[config.mk]
export PLATFORM = sky130hd
export DESIGN_NAME = vapm_fifo
export DESIGN_NICKNAME = d
export VERILOG_FILES = /design/src/sv/vapm_pkg.sv /design/src/sv/vapm_fifo.sv
export SDC_FILE = /design/constraint.sdc
export NUM_CORES = 1
export LEC_CHECK = 0
export BUFFER_PORTS_ARGS = -buffer_cell sky130_fd_sc_hd__buf_2
export CAP_MARGIN = 20
export CORE_MARGIN = 2
export CORE_UTILIZATION = 45
export CTS_CLUSTER_SIZE = 10
export DETAILED_ROUTE_END_ITERATION = 6
export PLACE_DENSITY_LB_ADDON = 0.1
export SETUP_SLACK_MARGIN = 0.1
export SLEW_MARGIN = 20
export SYNTH_ARGS = -nofsm -noshare
export SYNTH_HDL_FRONTEND = slang
export SYNTH_SLANG_ARGS = --single-unit
[constraint.sdc]
create_clock -name clock -period 2.2 [get_ports clock]
set_input_delay 0.55 -clock clock [delete_from_list [all_inputs] [get_ports clock]]
set_output_delay 0.55 -clock clock [all_outputs]
set_load 0.005 [all_outputs]
[src/sv/vapm_pkg.sv]
// Package with the types, codes and constants of the attribute pixel mapper.
`timescale 1ns / 1ps
package vapm_pkg;

   localparam int AttrWidth     = 8;
   localparam int RowWidth      = 5;
   localparam int IndexWidth    = 4;
   localparam int DacWidth      = 8;
   localparam int PixelWidth    = 16;
   localparam int ExtraWidth    = 2;
   localparam int CsrIndexWidth = 4;
   localparam int CsrDataWidth  = 48;
   localparam int EntryWidth    = 6;
   localparam int QueueDepth    = 4;

   // Attribute values with no bits set other than 7 and 3 are blank in mono mode.
   localparam logic [AttrWidth-1:0] MonoBlankMask = 8'h88;
   localparam logic [2:0]           UnderlineAttr = 3'd1;

   typedef enum logic [CsrIndexWidth-1:0] {
      RegModeFlags     = 4'd0,
      RegUnderlineRow  = 4'd1,
      RegPlaneEnable   = 4'd2,
      RegPaletteOn     = 4'd3,
      RegColorSelect   = 4'd4,
      RegPaletteLow    = 4'd5,
      RegPaletteHigh   = 4'd6,
      RegPixelWidth    = 4'd7
   } csr_index_type;

   typedef enum logic [1:0] {
      WidthNibble = 2'd0,
      WidthByte   = 2'd1,
      WidthWord   = 2'd2,
      WidthUnused = 2'd3
   } width_mode_type;

   localparam logic [ExtraWidth-1:0] ExtraNibble = 2'd0;
   localparam logic [ExtraWidth-1:0] ExtraByte   = 2'd1;
   localparam logic [ExtraWidth-1:0] ExtraWord   = 2'd3;

   typedef struct packed {
      logic [3:0]              mode_flags;
      logic [RowWidth-1:0]     underline_row;
      logic [IndexWidth-1:0]   plane_enable;
      logic                    palette_on;
      logic [3:0]              color_select;
      logic [CsrDataWidth-1:0] palette_low;
      logic [CsrDataWidth-1:0] palette_high;
      logic [1:0]              pixel_width_mode;
   } cfg_type;

endpackage

[src/sv/vapm_fifo.sv]
// Small queue of color indices between the front and back ends.
`timescale 1ns / 1ps
module vapm_fifo import vapm_pkg::*; #(
   parameter int Depth = QueueDepth
) (
   input  logic                  clock,
   input  logic                  reset,
   input  logic                  push,
   input  logic [IndexWidth-1:0] push_data,
   output logic                  full,
   input  logic                  pop,
   output logic                  not_empty,
   output logic [IndexWidth-1:0] pop_data
);

   localparam int PtrWidth   = (Depth > 1) ? $clog2(Depth) : 1;
   localparam int CountWidth = $clog2(Depth + 1);
   localparam logic [CountWidth-1:0] CountFull = CountWidth'(Depth);
   localparam logic [PtrWidth-1:0]   PtrLast   = PtrWidth'(Depth - 1);

   logic [IndexWidth-1:0] mem_ff [Depth];
   logic [PtrWidth-1:0]   wr_ptr_ff, wr_ptr_in;
   logic [PtrWidth-1:0]   rd_ptr_ff, rd_ptr_in;
   logic [CountWidth-1:0] count_ff, count_in;

   assign full      = (count_ff == CountFull);
   assign not_empty = (count_ff != '0);
   assign pop_data  = mem_ff[rd_ptr_ff];

   always_comb begin
      wr_ptr_in = wr_ptr_ff;
      rd_ptr_in = rd_ptr_ff;
      count_in  = count_ff;
      if (push) begin
         wr_ptr_in = (wr_ptr_ff == PtrLast) ? '0 : wr_ptr_ff + 1'b1;
      end
      if (pop) begin
         rd_ptr_in = (rd_ptr_ff == PtrLast) ? '0 : rd_ptr_ff + 1'b1;
      end
      if (push && !pop) begin
         count_in = count_ff + 1'b1;
      end else if (pop && !push) begin
         count_in = count_ff - 1'b1;
      end
   end

   always_ff @(posedge clock) begin
      if (push) begin
         mem_ff[wr_ptr_ff] <= push_data;
      end
   end

   always_ff @(posedge clock) begin
      if (reset) begin
         wr_ptr_ff <= '0;
         rd_ptr_ff <= '0;
         count_ff  <= '0;
      end else begin
         wr_ptr_ff <= wr_ptr_in;
         rd_ptr_ff <= rd_ptr_in;
         count_ff  <= count_in;
      end
   end

endmodule

==> flow_metrics.env <==
export IMPL_first_global_vias=503
export IMPL_run_status="complete, no violations"
export IMPL_antenna_violations_before_repair=0
export IMPL_detail_route_wirelength_um=1430
export IMPL_element_type_at_the_critical_path_start="register"
export IMPL_place_detailed_instances=106
export IMPL_floorplan_initialDensity_pct=47.0
export IMPL_synth_top_cell_area_share_pct=47.1
export IMPL_finalInstanceArea_um2=1150
export IMPL_fp_coreArea_um2=2170
export IMPL_finalSetupViolations=0
export IMPL_clkTransAtPathRegs_ns=0.12
export IMPL_syn_cell_area_um2=1020
export IMPL_die_width_um=51.6
export IMPL_flow_area_growth_from_synthesis_pct=13.3
export IMPL_final_hold_viol_count=0
export IMPL_wl_per_cell_um=13.0
export IMPL_gp_congestion=0.739
export IMPL_firstDrtPassIters=3
export IMPL_cts_post_setup_buffers_inserted=0
export IMPL_layout_drive_gt1_share_pct=24.4
export IMPL_dp_slack_ns=0.140
export IMPL_wire_length_of_the_first_global_routing_pass_um=2210
export IMPL_power_ir_vdd_worst_uv=426
export IMPL_cp_end_kind="primary output"
export IMPL_r2r_slack_ns=0.72
export IMPL_std_cell_rows=17
export IMPL_first_iter_violations=6
export IMPL_fp_dieArea_um2=2660
export IMPL_grt_max_degree=14
export IMPL_fmaxAchievable_mhz=513
export IMPL_cts_root_buffer="sky130_fd_sc_hd__clkbuf_4"
export IMPL_r2r_end="count_ff[2]$_SDFFE_PP0P_"
export IMPL_synthTopCellsByArea="sky130_fd_sc_hd__edfxtp_1 (47%), sky130_fd_sc_hd__dfxtp_1 (18%), sky130_fd_sc_hd__ha_1 (7.4%)"
export IMPL_htree_levels=1
export IMPL_timing_max_transition_violations_final=0
export IMPL_fp_dieH_um=51.6
export IMPL_synth_warnings=0
export IMPL_vias_per_cell=5.05
export IMPL_synth_fp_nets=79
export IMPL_post_synth_inst_count=64
export IMPL_worstSkewPairLatency_ns=0.30
export IMPL_timing_setup_critical_path_class="reg -> out"
export IMPL_worst_setup_path_endpoint="pop_data[0]"
export IMPL_tritoncts="built"
export IMPL_port_buffers=13
export IMPL_io_pins=14
export IMPL_timing_slew_headroom_pct=84.4
export IMPL_hold_start="push_data[3]"
export IMPL_r2r_worst_path_cells=4
export IMPL_netlist_cell_type_count=15
export IMPL_final_cell_count_without_fillers=110
export IMPL_largest_clock_skew_in_the_final_design_ns=0.00231
export IMPL_mostFrequentLayoutCell="sky130_fd_sc_hd__edfxtp_1"
export IMPL_track_usage_pct=12.2
export IMPL_ys_seq_elements=25
export IMPL_total_via_count_after_detailed_routing=556
export IMPL_buffer_depth_of_the_longest_clock_path=2
export IMPL_synth_largest_area_cell="sky130_fd_sc_hd__edfxtp_1"
export IMPL_timing_final_crit_share_pct=88.7
export IMPL_cts_sink_count=25
export IMPL_power_w=0.000863
export IMPL_ant_nets=0
export IMPL_timing_rr_start="count_ff[0]$_SDFFE_PP0P_"
export IMPL_static_leakage_power_nw=0.463
export IMPL_unrepaired_setup_endpoints_after_global_routing="no"
export IMPL_synth_sequential_area_ratio_pct=64.8
export IMPL_postSynthAreaPerCell_um2=15.9
export IMPL_fillers=193
export IMPL_post_route_drc_count=0
export IMPL_cellPowerDensity_nw_per_um2=747
export IMPL_final_period_minus_worst_setup_slack_ns=1.95
export IMPL_timing_max_cap_violations=0
export IMPL_crit_path_max_fanout=4
export IMPL_required_ns=1.65
export IMPL_most_frequent_cells_in_the_layout="sky130_fd_sc_hd__edfxtp_1 (16), sky130_fd_sc_hd__buf_2 (13), sky130_fd_sc_hd__dfxtp_1 (8)"
export IMPL_cts_inserted_buffers=3
export IMPL_grt_remaining_overflow=0
export IMPL_timing_worst_slew_pin_value_ns=0.235
export IMPL_worstHoldPathType="in -> reg"
export IMPL_finalNetCount=98
export IMPL_placed_cell_area_um2=1130
export IMPL_crit_arrival_ns=1.40
export IMPL_setup_slack_ns=0.249
export IMPL_setup_total_negative_slack_ns=0
export IMPL_antenna_cells_inserted=0
export IMPL_place_detailed_hpwl_um=1100
## cell families (layout without fill, tap and decap cells)
group	after synthesis	count (layout)	synth area share (%)
AND/OR/NAND/NOR	15	15	7.73
XOR/XNOR	2	2	1.72
AO/OA/AOI/OAI	3	3	1.47
adder cells (fa/ha/maj)	7	7	9.33
multiplexers	8	8	13.5
flip-flops	25	25	64.8
buffers and inverters	4	22	1.47
## synth_stat cells (all sizes together)
cell    instances
a21oi           2
ha              6
and2            4
or3             2
fa              1
mux4            4
nor2            7
nor3b           2
o21ai           1
inv             4
xor2            2
edfxtp         16
dfxtp           9
mux2i           4
## power by group
part	total (W)	leakage (nW)	switching, W	internal [W]
clock	0.000189	0.0150	0.000119	0.0000706
combinational	0.000118	0.226	0.0000535	0.0000646
sequential	0.000555	0.222	0.0000236	0.000531
total	0.000863	0.463	0.000196	0.000667
## area by class of cell
class                           instances  area (um2)  area share (%)
Sequential cell                        25         662            57.3
Multi-Input combinational cell         35         344            29.8
Timing Repair Buffer                   14        72.6            6.28
Tap cell                               28        35.0            3.03
Clock buffer                            4        26.3            2.28
Inverter                                4        15.0            1.30
## critical path, stage by stage, from the launching register on
cell	delay, ns
sky130_fd_sc_hd__dfxtp_2	0.42
sky130_fd_sc_hd__mux4_1	0.55
sky130_fd_sc_hd__buf_2	0.14
## sequential cells by signal, indices dropped and copies added (netlist names), named ones only
| register | count |
|---|---|
| mem_ff | 16 |
| count_ff | 3 |
| rd_ptr_ff | 2 |
| wr_ptr_ff | 2 |
## routing by layer
metal  up-vias  global-route usage, %  share of wire (%)
met2         8                   19.0                 49
li1        269                      -                  -
met3         2                   2.59                2.9
met1       277                   15.4                 47
met5         -                      0                  0
met4         0                   7.89               0.91
## through the flow
| stage | util [%] | hold WS, ns |
|---|---|---|
| floorplan | - | 0.455 |
| global placement | 52.0 | 0.487 |
| detailed placement | 52.0 | 0.505 |
| CTS | 53.2 | 0.443 |
| global route | 53.2 | 0.438 |
| finish | 53.2 | 0.459 |
## repair_timing
item,4_1_cts,5_1_grt
endpoints found under the hold margin,0,0
hold buffers,0,0
gates resized for setup,0,1
endpoints found under the setup margin,0,2
## worst min path at each step
stage	to	slack [ns]	depth (start not counted)
floorplan	count_ff[2]$_SDFFE_PP0P_	0.46	2
global placement	count_ff[2]$_SDFFE_PP0P_	0.49	2
detailed placement	count_ff[2]$_SDFFE_PP0P_	0.50	2
CTS	mem_ff[3][3]$_DFFE_PP_	0.44	1
global route	mem_ff[1][0]$_DFFE_PP_	0.44	1
finish	mem_ff[3][3]$_DFFE_PP_	0.46	1
Power figures use the tool's default switching activity.
